==> src/rtl/core/hiasd_pkg.sv <==
// ----------------------------------------------------------------------------
// hiasd_pkg
// Types and constants shared by the hold and idle shutdown detector.
// ----------------------------------------------------------------------------
package hiasd_pkg;

	// milliseconds per second and the width of a delay in milliseconds
	localparam int unsigned MS_PER_SEC = 1000;
	localparam int unsigned DELAY_MS_W = 18;	// 255 * 1000 < 2^18

	// APB register map
	localparam int unsigned ADDR_W = 4;
	localparam int unsigned DATA_W = 32;

	typedef enum logic [1:0] {
		REG_START_STATE   = 2'd0,
		REG_DESIRED_STATE = 2'd1,
		REG_AUTO_DELAY    = 2'd2,
		REG_HOLD_DELAY    = 2'd3
	} reg_idx_t;

	typedef struct packed {
		logic signed [7:0] start_state;
		logic signed [7:0] desired_state;
		logic [7:0]        auto_delay_seconds;
		logic [7:0]        hold_delay_seconds;
	} cfg_t;

	typedef struct packed {
		logic signed [7:0] button_state;
		logic [31:0]       now_ms;
	} in_item_t;

	typedef struct packed {
		logic shutdown_armed;
		logic enter_sleep;
	} out_item_t;

	// delay in seconds to milliseconds, exact at full width
	function automatic logic [DELAY_MS_W-1:0] sec_to_ms(input logic [7:0] sec);
		logic [DELAY_MS_W-1:0] ms;
		ms = DELAY_MS_W'(sec) * DELAY_MS_W'(MS_PER_SEC);
		return ms;
	endfunction

endpackage

==> src/rtl/core/hold_and_idle_shutdown_detector.sv <==
// ----------------------------------------------------------------------------
// hold_and_idle_shutdown_detector
// Arms shutdown on a long idle run or a held button combination.
// ----------------------------------------------------------------------------
// Usage:
//   Input channel (in_valid/in_ready/in_data) carries one poll word: the
//   button code and the millisecond timestamp. Output channel
//   (out_valid/out_ready/out_data) returns one word per poll: the armed flag
//   after that poll and the enter_sleep pulse.
//   Path: a poll accepted into the input register is evaluated against the
//   tracking state and its result is loaded into the result register,
//   which drives out_valid.
//   Throughput: one poll per cycle while out_ready is high. The tracking state updates at the same
//   edge that loads the result register, so the next poll sees it at once.
//   Stall: when out_ready is low the result register holds; the input
//   register still takes one more poll, then in_ready drops until the
//   result is taken. No word is lost or repeated.
//   Reset (arst_n low): tracking, arm, hold and idle flags clear, both
//   registers empty, configuration returns to its defaults. Start times are
//   not reset; they are only read while their flag is set.
//   Configuration: APB, registers at 0x0, 0x4, 0x8, 0xC; write only while idle.
// ----------------------------------------------------------------------------
module hold_and_idle_shutdown_detector import hiasd_pkg::*; #(
	parameter int unsigned TIME_BITS = 32
) (
	input  logic              clk,
	input  logic              arst_n,
	// configuration
	input  logic              psel,
	input  logic              penable,
	input  logic              pwrite,
	input  logic [ADDR_W-1:0] paddr,
	input  logic [DATA_W-1:0] pwdata,
	output logic [DATA_W-1:0] prdata,
	output logic              pready,
	// poll words in
	input  logic              in_valid,
	output logic              in_ready,
	input  in_item_t          in_data,
	// result words out
	output logic              out_valid,
	input  logic              out_ready,
	output out_item_t         out_data
);

	cfg_t      cfg;
	in_item_t  data_s1;
	logic      valid_s1;
	out_item_t res_s2;
	logic      valid_s2;
	out_item_t res;
	logic      advance;

	hiasd_regs u_regs (
		.clk     (clk),
		.arst_n  (arst_n),
		.psel    (psel),
		.penable (penable),
		.pwrite  (pwrite),
		.paddr   (paddr),
		.pwdata  (pwdata),
		.prdata  (prdata),
		.pready  (pready),
		.cfg     (cfg)
	);

	// advance the input word into the result register when that slot frees
	assign advance  = valid_s1 & (~valid_s2 | out_ready);
	assign in_ready = ~valid_s1 | advance;

	hiasd_core #(
		.TIME_BITS (TIME_BITS)
	) u_core (
		.clk    (clk),
		.arst_n (arst_n),
		.cfg    (cfg),
		.step   (advance),
		.item   (data_s1),
		.res    (res)
	);

	// input register: hold a word until it is evaluated
	always_ff @(posedge clk or negedge arst_n) begin
		if (!arst_n) begin
			valid_s1 <= 1'b0;
		end else if (in_ready) begin
			valid_s1 <= in_valid;
		end
	end

	always_ff @(posedge clk) begin
		if (in_valid && in_ready) begin
			data_s1 <= in_data;
		end
	end

	// result register: hold while the receiver stalls
	always_ff @(posedge clk or negedge arst_n) begin
		if (!arst_n) begin
			valid_s2 <= 1'b0;
		end else if (advance) begin
			valid_s2 <= 1'b1;
		end else if (out_ready) begin
			valid_s2 <= 1'b0;
		end
	end

	always_ff @(posedge clk) begin
		if (advance) begin
			res_s2 <= res;
		end
	end

	assign out_valid = valid_s2;
	assign out_data  = res_s2;

endmodule

==> src/rtl/core/hiasd_regs.sv <==
// ----------------------------------------------------------------------------
// hiasd_regs
// APB configuration registers of the shutdown detector.
// ----------------------------------------------------------------------------
module hiasd_regs import hiasd_pkg::*; (
	input  logic              clk,
	input  logic              arst_n,
	input  logic              psel,
	input  logic              penable,
	input  logic              pwrite,
	input  logic [ADDR_W-1:0] paddr,
	input  logic [DATA_W-1:0] pwdata,
	output logic [DATA_W-1:0] prdata,
	output logic              pready,
	output cfg_t              cfg
);

	cfg_t     cfg_q;
	reg_idx_t idx;
	logic     wr_en;

	assign pready = 1'b1;
	assign idx    = reg_idx_t'(paddr[3:2]);
	assign wr_en  = psel & penable & pwrite & pready;
	assign cfg    = cfg_q;

	always_ff @(posedge clk or negedge arst_n) begin
		if (!arst_n) begin
			cfg_q.start_state        <= 8'sd0;
			cfg_q.desired_state      <= 8'sd1;
			cfg_q.auto_delay_seconds <= 8'd10;
			cfg_q.hold_delay_seconds <= 8'd3;
		end else if (wr_en) begin
			case (idx)
				REG_START_STATE:   cfg_q.start_state        <= pwdata[7:0];
				REG_DESIRED_STATE: cfg_q.desired_state      <= pwdata[7:0];
				REG_AUTO_DELAY:    cfg_q.auto_delay_seconds <= pwdata[7:0];
				REG_HOLD_DELAY:    cfg_q.hold_delay_seconds <= pwdata[7:0];
				default: ;
			endcase
		end
	end

	always_comb begin
		case (idx)
			REG_START_STATE:   prdata = {24'd0, cfg_q.start_state};
			REG_DESIRED_STATE: prdata = {24'd0, cfg_q.desired_state};
			REG_AUTO_DELAY:    prdata = {24'd0, cfg_q.auto_delay_seconds};
			REG_HOLD_DELAY:    prdata = {24'd0, cfg_q.hold_delay_seconds};
			default:           prdata = '0;
		endcase
	end

endmodule

==> src/rtl/core/hiasd_core.sv <==
// ----------------------------------------------------------------------------
// hiasd_core
// Tracking state and next-state logic for one poll.
// ----------------------------------------------------------------------------
module hiasd_core import hiasd_pkg::*; #(
	parameter int unsigned TIME_BITS = 32
) (
	input  logic      clk,
	input  logic      arst_n,
	input  cfg_t      cfg,
	input  logic      step,
	input  in_item_t  item,
	output out_item_t res
);

	localparam int unsigned CMP_W = (TIME_BITS > DELAY_MS_W) ? TIME_BITS : DELAY_MS_W;

	logic                 tracking_q, armed_q, hold_active_q, idle_active_q;
	logic [TIME_BITS-1:0] hold_start_q, idle_start_q;

	logic                 tracking_d, armed_d, hold_active_d, idle_active_d;
	logic [TIME_BITS-1:0] hold_start_d, idle_start_d;
	logic                 sleep_d;

	logic [TIME_BITS-1:0] now;
	logic [TIME_BITS-1:0] idle_diff, hold_diff;
	logic [CMP_W-1:0]     auto_ms, hold_ms;
	logic                 is_idle, is_desired, idle_fire;

	assign now        = TIME_BITS'(item.now_ms);
	assign idle_diff  = now - idle_start_q;
	assign hold_diff  = now - hold_start_q;
	assign auto_ms    = CMP_W'(sec_to_ms(cfg.auto_delay_seconds));
	assign hold_ms    = CMP_W'(sec_to_ms(cfg.hold_delay_seconds));
	assign is_idle    = (item.button_state == cfg.start_state);
	assign is_desired = (item.button_state == cfg.desired_state);
	assign idle_fire  = idle_active_q && (idle_start_q < now) &&
	                    (CMP_W'(idle_diff) > auto_ms);

	always_comb begin
		tracking_d    = tracking_q | is_idle;
		armed_d       = armed_q;
		hold_active_d = hold_active_q;
		idle_active_d = idle_active_q;
		hold_start_d  = hold_start_q;
		idle_start_d  = idle_start_q;
		sleep_d       = 1'b0;

		if (tracking_d) begin
			if (armed_q) begin
				// armed: wait for idle, then clear the hold, tracking and arm flags and sleep
				if (is_idle) begin
					hold_active_d = 1'b0;
					tracking_d    = 1'b0;
					armed_d       = 1'b0;
					sleep_d       = 1'b1;
				end
			end else begin
				if (idle_fire) begin
					idle_active_d = 1'b0;
					tracking_d    = 1'b0;
					armed_d       = 1'b1;
				end else if (is_idle) begin
					if (!idle_active_q) begin
						idle_start_d  = now;
						idle_active_d = 1'b1;
					end
				end else begin
					idle_active_d = 1'b0;
				end

				if (is_desired) begin
					if (hold_active_q) begin
						if (now < hold_start_q) begin
							hold_active_d = 1'b0;
						end else if (CMP_W'(hold_diff) >= hold_ms) begin
							tracking_d    = 1'b0;
							armed_d       = 1'b1;
							hold_active_d = 1'b0;
						end
					end else begin
						hold_start_d  = now;
						hold_active_d = 1'b1;
					end
				end else begin
					hold_active_d = 1'b0;
				end
			end
		end

		res.shutdown_armed = armed_d;
		res.enter_sleep    = sleep_d;
	end

	always_ff @(posedge clk or negedge arst_n) begin
		if (!arst_n) begin
			tracking_q    <= 1'b0;
			armed_q       <= 1'b0;
			hold_active_q <= 1'b0;
			idle_active_q <= 1'b0;
		end else if (step) begin
			tracking_q    <= tracking_d;
			armed_q       <= armed_d;
			hold_active_q <= hold_active_d;
			idle_active_q <= idle_active_d;
		end
	end

	always_ff @(posedge clk) begin
		if (step) begin
			hold_start_q <= hold_start_d;
			idle_start_q <= idle_start_d;
		end
	end

endmodule
==> config.mk <==
export PLATFORM = sky130hd
export DESIGN_NAME = hold_and_idle_shutdown_detector
export DESIGN_NICKNAME = d
export VERILOG_FILES = /design/src/rtl/core/hiasd_pkg.sv /design/src/rtl/core/hold_and_idle_shutdown_detector.sv /design/src/rtl/core/hiasd_regs.sv /design/src/rtl/core/hiasd_core.sv
export SDC_FILE = /design/constraint.sdc
export NUM_CORES = 1
export LEC_CHECK = 0
export ABC_AREA = 0
export CORE_MARGIN = 4
export CORE_UTILIZATION = 50
export DETAILED_ROUTE_END_ITERATION = 6
export DONT_BUFFER_PORTS = 1
export PLACE_DENSITY = 0.65
export SLEW_MARGIN = 20
export SYNTH_ARGS = -nofsm -noshare
export SYNTH_HDL_FRONTEND = slang
export SYNTH_SLANG_ARGS = --single-unit
export TNS_END_PERCENT = 100
==> constraint.sdc <==
create_clock -name clk -period 6.65 [get_ports clk]
set_input_delay 1.995 -clock clk [delete_from_list [all_inputs] [get_ports clk]]
set_output_delay 1.995 -clock clk [all_outputs]
set_load 0.05 [all_outputs]
==> qor.yml, run 1 <==
placed_design:
  post-dp-hpwl_um: 22500
  place.gp.congestion: 0.922
  dp_slack_ns: -0.462
  io_buffer_count: 0
  placed_area_um2: 13000
  dpl.cell_count: 1574
floorplanning:
  initial_core_util_pct: 51.2
  die_area_um2: 27700
  core_area_um2: 24500
  die_w_um: 166
  die_h_um: 166
  pin_count: 120
  rows: 57
global_route:
  antenna_found_initial: 0
  grt_pass1_vias: 8753
  grt_pass1_wl_um: 45300
  grt_usage_pct: 20.0
  grt_max_degree: 41
  grt_overflow: 0
synth:
  synth_cell_types: 82
  syn_area_per_cell_um2: 10.1
  yosysTopAreaCell: "edfxtp_1"
  synthTopCellsByCount: "172 x inv_1, 168 x ha_1, 106 x edfxtp_1"
  synth_flop_cell: "edfxtp_1"
  synthCells: 1241
  ys_seq_area_share_pct: 33.0
  synthMostInstantiatedCell: "inv_1"
  yosys_warnings: 0
  synth_top_area_share_pct: 25.4
  synth_edf_count: 106
  ys_async_sr_fraction_pct: 26.4
  syn-cell-area_um2: 12500
  ys_top_cells_by_area: "edfxtp_1 25%, ha_1 17%, fa_1 7.2%"
  synth_seq_cells: 144
timing:
  worst_slew_pin_slew_ns: 0.978
  fin_ws_ns: 0.135
  finClkSkew_ns: 0.0170
  slew_violations: 0
  slew_headroom_pct: 34.8
  period_share_pct: 98.0
  hold_violations: 0
  period_minus_slack_ns: 6.51
  rsz0062_at_grt: "yes"
  max_freq_mhz: 153
  finalSetupViolations: 0
cells_and_area:
  diodes: 0
  finalNonFillerCells: 1609
  drive_gt1_share_pct: 12.8
  area_delta_synth_final_pct: 9.96
  final_util_pct: 56.3
  final_nets: 1568
  design_area_um2: 13800
cts:
  cts_made_buffers: 17
  path_clk_slew_ns: 0.07
  insertion_delay_ns: 0.43
  cts_buffer_depth: 2
  clock-root-buffer: "clkbuf_16"
  cts.sinks: 144
  h-tree-depth: 4
  cts_tree: "done"
  hold_buffers: 0
pwr:
  leakagePower_uw: 0.00612
  ir_worst_vdd_uv: 766
  p_per_area_nw_per_um2: 530
setup_path:
  start_kind: "flop"
  arrival_ns: 6.70
  endpoint_kind: "flop"
  worstSetupPathType: "reg2reg"
  reg2reg_slack_ns: 0.14
  crit_fanout: 4
  required_ns: 6.84
routing:
  ant_nets: 0
  viasPerCell: 5.61
  totalWireLength_um: 27700
  post-route-drc-count: 0
  wl_per_cell_um: 17.2
  dr.pass1.iters: 5
  drtIter0Drc: 637
  vias: 9028
min_path:
  hp-class: "reg2reg"
status:
  status: "finished, final reports clean"
flow_run:
  drv_cap: 0
## power breakdown
part / switching (uW) / internal [uW] / total (uW)
registers: 96.1 / 1050 / 1140
logic: 2760 / 2460 / 5220
clock network: 425 / 520 / 945
## registers in the layout (all words and copies together), names as in the netlist
| register | cells |
|---|---|
| data_s1 | 40 |
| u_core.tracking_q | 1 |
| u_core.hold_start_q | 32 |
| u_core.idle_active_q | 1 |
| valid_s1 | 1 |
| u_core.armed_q | 1 |
| u_regs.cfg | 32 |
| out_valid | 1 |
| u_core.hold_active_q | 1 |
| out_data | 2 |
| u_core.idle_start_q | 32 |
## metal layers
layer / global-route usage [%] / vias up / share of wire [%]
met5: 0 / - / 0
met4: 4.38 / 0 / 1.1
met3: 2.36 / 21 / 3.5
met2: 33.7 / 179 / 49
met1: 28.0 / 4410 / 46
li1: - / 4418 / -
## layout by cell type, fill, tap and decap left out, types with 31 or more instances in the layout
master / n
edfxtp_1: 106
nand2_1: 71
o21ai_0: 42
dfrtp_1: 31
fa_1: 45
buf_4: 37
xnor2_1: 62
mux2_2: 32
inv_1: 169
a21oi_1: 89
ha_1: 165
nor2_1: 45
## what timing repair did
item | in CTS | in global routing
buffers inserted | 2 | 1
gates resized for setup | 16 | 26
endpoints found under the hold margin | 0 | 0
pin swaps | 12 | 34
endpoints found under the setup margin | 4 | 5
## worst paths after layout
check,startpoint,to,depth (start not counted)
max,u_regs.cfg[9]$_DFFE_PN1P_,out_data[1]$_DFFE_PP_,27
max in group asynchronous,arst_n,u_regs.cfg[0]$_DFFE_PN1P_,0
min in group asynchronous,arst_n,u_regs.cfg[23]$_DFFE_PN0P_,0
max reg2reg,u_regs.cfg[9]$_DFFE_PN1P_,out_data[1]$_DFFE_PP_,27
min reg2reg,data_s1[0]$_DFFE_PP_,u_core.idle_start_q[0]$_DFFE_PP_,0
min,data_s1[0]$_DFFE_PP_,u_core.idle_start_q[0]$_DFFE_PP_,0
## metrics by stage
stage / hold WS (ns) / TNS, ns / total power (uW)
after floorplan: 0.445 / 0 / 4760
after global placement: 0.458 / -1.03 / 5840
after detailed placement: 0.475 / -1.28 / 6000
after CTS: 0.494 / 0 / 7140
after global routing: 0.525 / -0.263 / 8160
final: 0.505 / 0 / 7310
## layout make-up
type                            instances  area [um^2]
Clock buffer                           18          450
Clock inverter                         14          136
Fill cell                            2118        10700
Inverter                              172          646
Multi-Input combinational cell        898         7690
Sequential cell                       144         4140
Tap cell                              324          405
Timing Repair Buffer                   39          300
## kinds of logic after synthesis
kind of cell | synth area share, %
AO/OA/AOI/OAI | 14.3
AND/OR/NAND/NOR | 10.3
buffers and inverters | 7.48
adder cells (fa/ha/maj) | 24.0
flip-flops | 33.0
XOR/XNOR | 6.15
multiplexers | 4.67
other | 0.0599
## critical path, stage by stage (launching register included)
cell and delay (ns):
dfstp_2 0.57, buf_6 0.12, fa_1 0.40, inv_2 0.07, fa_1 0.43, fa_1 0.50
fa_1 0.53, inv_2 0.05, ha_4 0.23, buf_4 0.13, a21oi_1 0.13, o21ai_1 0.09
a21o_1 0.18, a21o_1 0.19, a21o_1 0.19, a21oi_2 0.14, xor2_1 0.23, ha_2 0.23
nand3_2 0.10, nor4_4 0.23, o2bb2ai_2 0.17, o221ai_2 0.12, nor4b_2 0.23, nand4_1 0.16
o31ai_2 0.27, buf_4 0.18, a21bo_4 0.24, o21a_1 0.16
No activity file was read; power rests on OpenSTA's default activity.
==> inputs of run 2 (changes only) <==
--- a/config.mk
+++ b/config.mk
@@ -14,5 +14,6 @@
 export SLEW_MARGIN = 20
 export SYNTH_ARGS = -nofsm -noshare
 export SYNTH_HDL_FRONTEND = slang
+export SYNTH_HIERARCHICAL = 1
 export SYNTH_SLANG_ARGS = --single-unit
 export TNS_END_PERCENT = 100
==> qor.yml, run 2 <==
cells_and_area:
  largest-register: "data_s1"
  design_area_um2: 13700
  largest_reg_flops: 40
  area_delta_synth_final_pct: 9.23
  drive_gt1_share_pct: 13.8
  final_util_pct: 56.0
  final_nets: 1558
  layout_common_cells: "168 x inv_1, 166 x ha_1, 106 x edfxtp_1, 81 x a21oi_1, 64 x nand2_1"
  diodes: 0
  finalNonFillerCells: 1599
  layout_commonest_cell: "inv_1"
timing:
  finalSetupViolations: 0
  rsz0062_at_grt: "yes"
  finClkSkew_ns: 0.0136
  slew_violations: 0
  max_freq_mhz: 152
  worst_slew_pin_slew_ns: 0.586
  period_share_pct: 99.2
  slew_headroom_pct: 60.9
  period_minus_slack_ns: 6.60
  fin_hold_ws_ns: 0.550
  hold_violations: 0
setup_path:
  cp_common_cell: "fa_1"
  crit_fanout: 4
  crit_path_start: "u_regs/cfg[9]$_DFFE_PN1P_"
  worstSetupPathType: "reg2reg"
  required_ns: 6.98
  arrival_ns: 6.93
  cp_slowest_cell: "dfstp_2"
  endpoint_kind: "flop"
  worst_r2r_startpoint: "u_regs/cfg[9]$_DFFE_PN1P_"
  start_kind: "flop"
  max_stage_delay_ns: 0.57
global_route:
  grt_usage_pct: 19.6
  grt_max_degree: 41
  grt_pass1_wl_um: 44400
  grt_overflow: 0
  antenna_found_initial: 0
  grt_pass1_vias: 8580
floorplanning:
  rows: 57
  die_h_um: 167
  die_w_um: 167
  core_area_um2: 24500
  initial_core_util_pct: 51.2
  pin_count: 120
  die_area_um2: 27700
synth:
  yosys_warnings: 6
  yosysTopAreaCell: "edfxtp_1"
  syn-cell-area_um2: 12600
  synthTopCellsByCount: "172 x inv_1, 168 x ha_1, 106 x edfxtp_1"
  synth_edf_count: 106
  synth_cell_types: 84
  synth_seq_cells: 144
  synthCells: 1225
  synth_top_area_share_pct: 25.3
  ys_async_sr_fraction_pct: 26.4
  syn_area_per_cell_um2: 10.3
  synth_flop_cell: "edfxtp_1"
  ys_seq_area_share_pct: 32.9
  synthMostInstantiatedCell: "inv_1"
  ys_top_cells_by_area: "edfxtp_1 25%, ha_1 17%, fa_1 7.2%"
cts:
  path_clk_slew_ns: 0.07
  cts_buffer_depth: 2
  hold_buffers: 0
  cts_made_buffers: 17
  insertion_delay_ns: 0.42
  h-tree-depth: 4
  cts.sinks: 144
  cts_tree: "done"
  clock-root-buffer: "clkbuf_16"
routing:
  wl_per_cell_um: 16.9
  viasPerCell: 5.54
  ant_nets: 0
  vias: 8854
  dr.pass1.iters: 7
  drtIter0Drc: 509
  totalWireLength_um: 27000
  post-route-drc-count: 0
placed_design:
  io_buffer_count: 0
  placed_area_um2: 13000
  dpl.cell_count: 1562
  post-dp-hpwl_um: 22000
  place.gp.congestion: 0.901
status:
  status: "finished, final reports clean"
pwr:
  leakagePower_uw: 0.00623
  p_per_area_nw_per_um2: 526
  ir_worst_vdd_uv: 721
min_path:
  hp-class: "reg2reg"
  hp-start: "valid_s1$_DFFE_PN0P_"
flow_run:
  drv_cap: 0
==> run 2: area by class of cell <==
| type | instances | area [um^2] |
|---|---|---|
| fillers | 2136 | 10800 |
| multi-input cells | 885 | 7640 |
| flip-flops and latches | 144 | 4140 |
| inverters | 172 | 648 |
| clock buffers | 18 | 450 |
| well taps | 324 | 405 |
| repair buffers | 42 | 319 |
| clock inverters | 14 | 120 |
==> run 2: worst paths after layout <==
check | cells past startpoint | slack, ns | to
setup / recovery | 28 | 0.05 | u_core/tracking_q$_DFFE_PN0P_
hold / removal | 1 | 0.55 | out_valid$_DFFE_PN0P_
setup reg to reg | 28 | 0.05 | u_core/tracking_q$_DFFE_PN0P_
hold reg to reg | 1 | 0.55 | out_valid$_DFFE_PN0P_
max in group asynchronous | 0 | 5.20 | u_regs/cfg[16]$_DFFE_PN1P_
min in group asynchronous | 0 | 1.26 | valid_s1$_DFFE_PN0P_
==> run 2: worst max-delay path: cells and delay by family, from the launching register on <==
| kind | cells | cell delay [ns] |
|---|---|---|
| AO/OA/AOI/OAI | 9 | 1.58 |
| adder cells (fa/ha/maj) | 6 | 2.36 |
| buffers and inverters | 4 | 0.41 |
| XOR/XNOR | 1 | 0.12 |
| flip-flops | 1 | 0.57 |
| AND/OR/NAND/NOR | 8 | 1.49 |
==> run 2: power breakdown <==
group / internal [uW] / switching [uW]
clock: 512 / 404
combinational: 2550 / 2610
sequential: 1050 / 92.9
total: 4110 / 3110
==> run 2: through the flow <==
step	setup slack, ns	total power [uW]	TNS (ns)
floorplan	0.00489	4830	0
global placement	-0.361	5910	-0.915
detailed placement	-0.401	6010	-1.09
CTS	-0.233	7130	-0.579
global route	-0.291	8120	-0.660
finish	0.0530	7220	0
==> run 2: timing repair <==
action                     CTS  global route
pin swaps                   24            22
resized for setup            8            21
setup buffers                4             1
setup endpoints to repair    4             5
==> run 2: logic make-up (layout without fill, tap and decap cells) <==
| group | after synthesis | in the layout | share of synthesized area (%) |
|---|---|---|---|
| AOI/OAI and AO/OA | 278 | 278 | 14.8 |
| and+or+nand+nor | 235 | 235 | 9.58 |
| buffers and inverters | 219 | 246 | 7.82 |
| adders and majority gates | 213 | 213 | 23.9 |
| DFF | 144 | 144 | 32.9 |
| xor gates and xnor gates | 87 | 87 | 6.06 |
| muxes | 47 | 47 | 4.88 |
| other | 2 | 25 | 0.0598 |
==> run 2: per-layer routing <==
layer  track usage, %  up-vias  wire length, um
li1                 -     4372                -
met1             28.4     4258            13000
met2             31.0      193            12400
met4             5.09        0              436
met3             3.06       31             1190
met5                0        -                0
==> inputs of run 3 (changes only) <==
--- a/config.mk
+++ b/config.mk
@@ -11,6 +11,7 @@
 export DETAILED_ROUTE_END_ITERATION = 6
 export DONT_BUFFER_PORTS = 1
 export PLACE_DENSITY = 0.65
+export SETUP_SLACK_MARGIN = 0.3
 export SLEW_MARGIN = 20
 export SYNTH_ARGS = -nofsm -noshare
 export SYNTH_HDL_FRONTEND = slang
==> qor.yml, run 3 (synthesized netlist as in run 2, its figures left out) <==
status:
  status: "finished, final reports clean"
cells_and_area:
  drive_gt1_share_pct: 13.7
  register_area_um2: 4140
  num-fill-cells: 2111
  largest-register: "data_s1"
  multiInputGateArea_um2: 7660
  design_area_um2: 13900
  layout_commonest_cell: "inv_1"
  final_nets: 1561
  layout_common_cells: "170 x inv_1, 165 x ha_1, 106 x edfxtp_1, 81 x a21oi_1, 63 x nand2_1"
  area_delta_synth_final_pct: 10.2
  largest_reg_flops: 40
timing:
  period_minus_slack_ns: 6.60
  finalSetupViolations: 0
  slew_violations: 0
  finalSetupTns_ns: 0
  worst_slew_pin_slew_ns: 0.583
  finClkSkew_ns: 0.00825
  rsz0062_at_grt: "yes"
  period_share_pct: 99.3
  hold_violations: 0
  max_freq_mhz: 151
  slew_headroom_pct: 61.2
  fin_ws_ns: 0.0484
setup_path:
  crit_path_start: "u_regs/cfg[9]$_DFFE_PN1P_"
  endpoint_kind: "flop"
  cp.depth: 31
  rr_worst_depth: 31
  start_kind: "flop"
  reg2reg_to: "u_core/tracking_q$_DFFE_PN0P_"
  reg2reg_slack_ns: 0.05
  crit_fanout: 4
  cp_slowest_cell: "dfstp_2"
  worstSetupPathType: "reg2reg"
  cp-endpoint: "u_core/tracking_q$_DFFE_PN0P_"
  arrival_ns: 6.92
  path_buf_inv: 5
  worst_r2r_startpoint: "u_regs/cfg[9]$_DFFE_PN1P_"
  cp_common_cell: "fa_1"
  max_stage_delay_ns: 0.60
  critPathTopFamily: "adder cells"
  required_ns: 6.97
floorplanning:
  rows: 57
  pin_count: 120
  core_area_um2: 24500
  die_area_um2: 27700
  initial_core_util_pct: 51.2
  die_h_um: 167
  die_w_um: 167
global_route:
  grt_overflow: 0
  grt_pass1_vias: 8707
  grt_max_degree: 41
  grt_pass1_wl_um: 45200
  grt_usage_pct: 20.0
  antenna_found_initial: 2
routing:
  wl_per_cell_um: 17.2
  post-route-drc-count: 0
  ant_nets: 0
  viasPerCell: 5.57
  totalWireLength_um: 27600
  vias: 8925
  dr.pass1.iters: 5
  drtIter0Drc: 564
cts:
  cts_made_buffers: 17
  cts_buffer_depth: 2
  insertion_delay_ns: 0.41
  path_clk_slew_ns: 0.06
  clock-root-buffer: "clkbuf_16"
  cts.sinks: 144
  h-tree-depth: 4
  cts_tree: "done"
min_path:
  hold_path_depth: 0
  hp-class: "reg2reg"
placed_design:
  post-dp-hpwl_um: 22300
  place.gp.congestion: 0.888
  placed_area_um2: 13100
  dp_slack_ns: -0.377
  io_buffer_count: 0
flow_run:
  drv_cap: 0
pwr:
  p_switching_uw: 3120
  pwr-share-clk_pct: 14.1
  internal-power_uw: 4290
  pwr-share-comb_pct: 70.5
  p_per_area_nw_per_um2: 535
  finalPower_uw: 7410
  swShare_pct: 42.2
  ir_worst_vdd_uv: 726
  pwr-share-seq_pct: 15.4
  leakagePower_uw: 0.00627
==> run 3: changes by cell type in the layout (fill, tap and decap cells not counted), sizes merged <==
cell	change
bufinv	+5
inv	-5
buf	+3
clkinv	-3
clkinvlp	+2
diode	+2
==> run 3: power groups by stage <==
stage / clock, uW / combinational [uW] / sequential (uW)
3_5_place_dp: 0 / 4960 / 1160
2_1_floorplan: 0 / 3740 / 1140
6_report: 1040 / 5220 / 1140
4_1_cts: 1060 / 5160 / 1150
3_3_place_gp: 0 / 4820 / 1160
5_1_grt: 1110 / 6020 / 1150
==> run 3: metal layers <==
| metal | vias to the layer above | routed length [um] | GRT usage (%) |
|---|---|---|---|
| met5 | - | 0 | 0 |
| met4 | 0 | 477 | 5.30 |
| met3 | 32 | 1060 | 1.83 |
| met2 | 205 | 13000 | 31.9 |
| met1 | 4305 | 13100 | 29.4 |
| li1 | 4383 | - | - |
==> run 3: what timing repair did <==
action / in CTS / in global routing
endpoints found under the setup margin: 5 / 5
setup buffers: 3 / 2
gates resized for setup: 11 / 15
hold buffers: 0 / 0
pin swaps: 8 / 6
==> run 3: per-stage QoR <==
step	std cells	hold WS [ns]	utilization (%)
finish	1603	0.543	56.5
global route	1603	0.566	56.5
CTS	1599	0.553	56.1
detailed placement	1565	0.539	53.2
global placement	1565	0.515	53.2
floorplan	1248	0.445	-
==> run 3: area by class of cell <==
cell class                      instances  share of cell area [%]
Sequential cell                       144                    29.9
Clock inverter                         13                    1.53
Multi-Input combinational cell        885                    55.3
Antenna cell                            2                  0.0361
Tap cell                              324                    2.93
Timing Repair Buffer                   45                    2.52
Inverter                              172                    4.68
Clock buffer                           18                    3.10
==> run 3: worst min-delay path by stage <==
stage	start	to	slack, ns
2_1_floorplan	data_s1[0]$_DFFE_PP_	u_core/hold_start_q[0]$_DFFE_PP_	0.45
3_3_place_gp	valid_s1$_DFFE_PN0P_	out_valid$_DFFE_PN0P_	0.52
3_5_place_dp	data_s1[18]$_DFFE_PP_	u_core/hold_start_q[18]$_DFFE_PP_	0.54
4_1_cts	data_s1[2]$_DFFE_PP_	u_core/hold_start_q[2]$_DFFE_PP_	0.55
5_1_grt	data_s1[0]$_DFFE_PP_	u_core/hold_start_q[0]$_DFFE_PP_	0.57
6_report	data_s1[0]$_DFFE_PP_	u_core/idle_start_q[0]$_DFFE_PP_	0.54
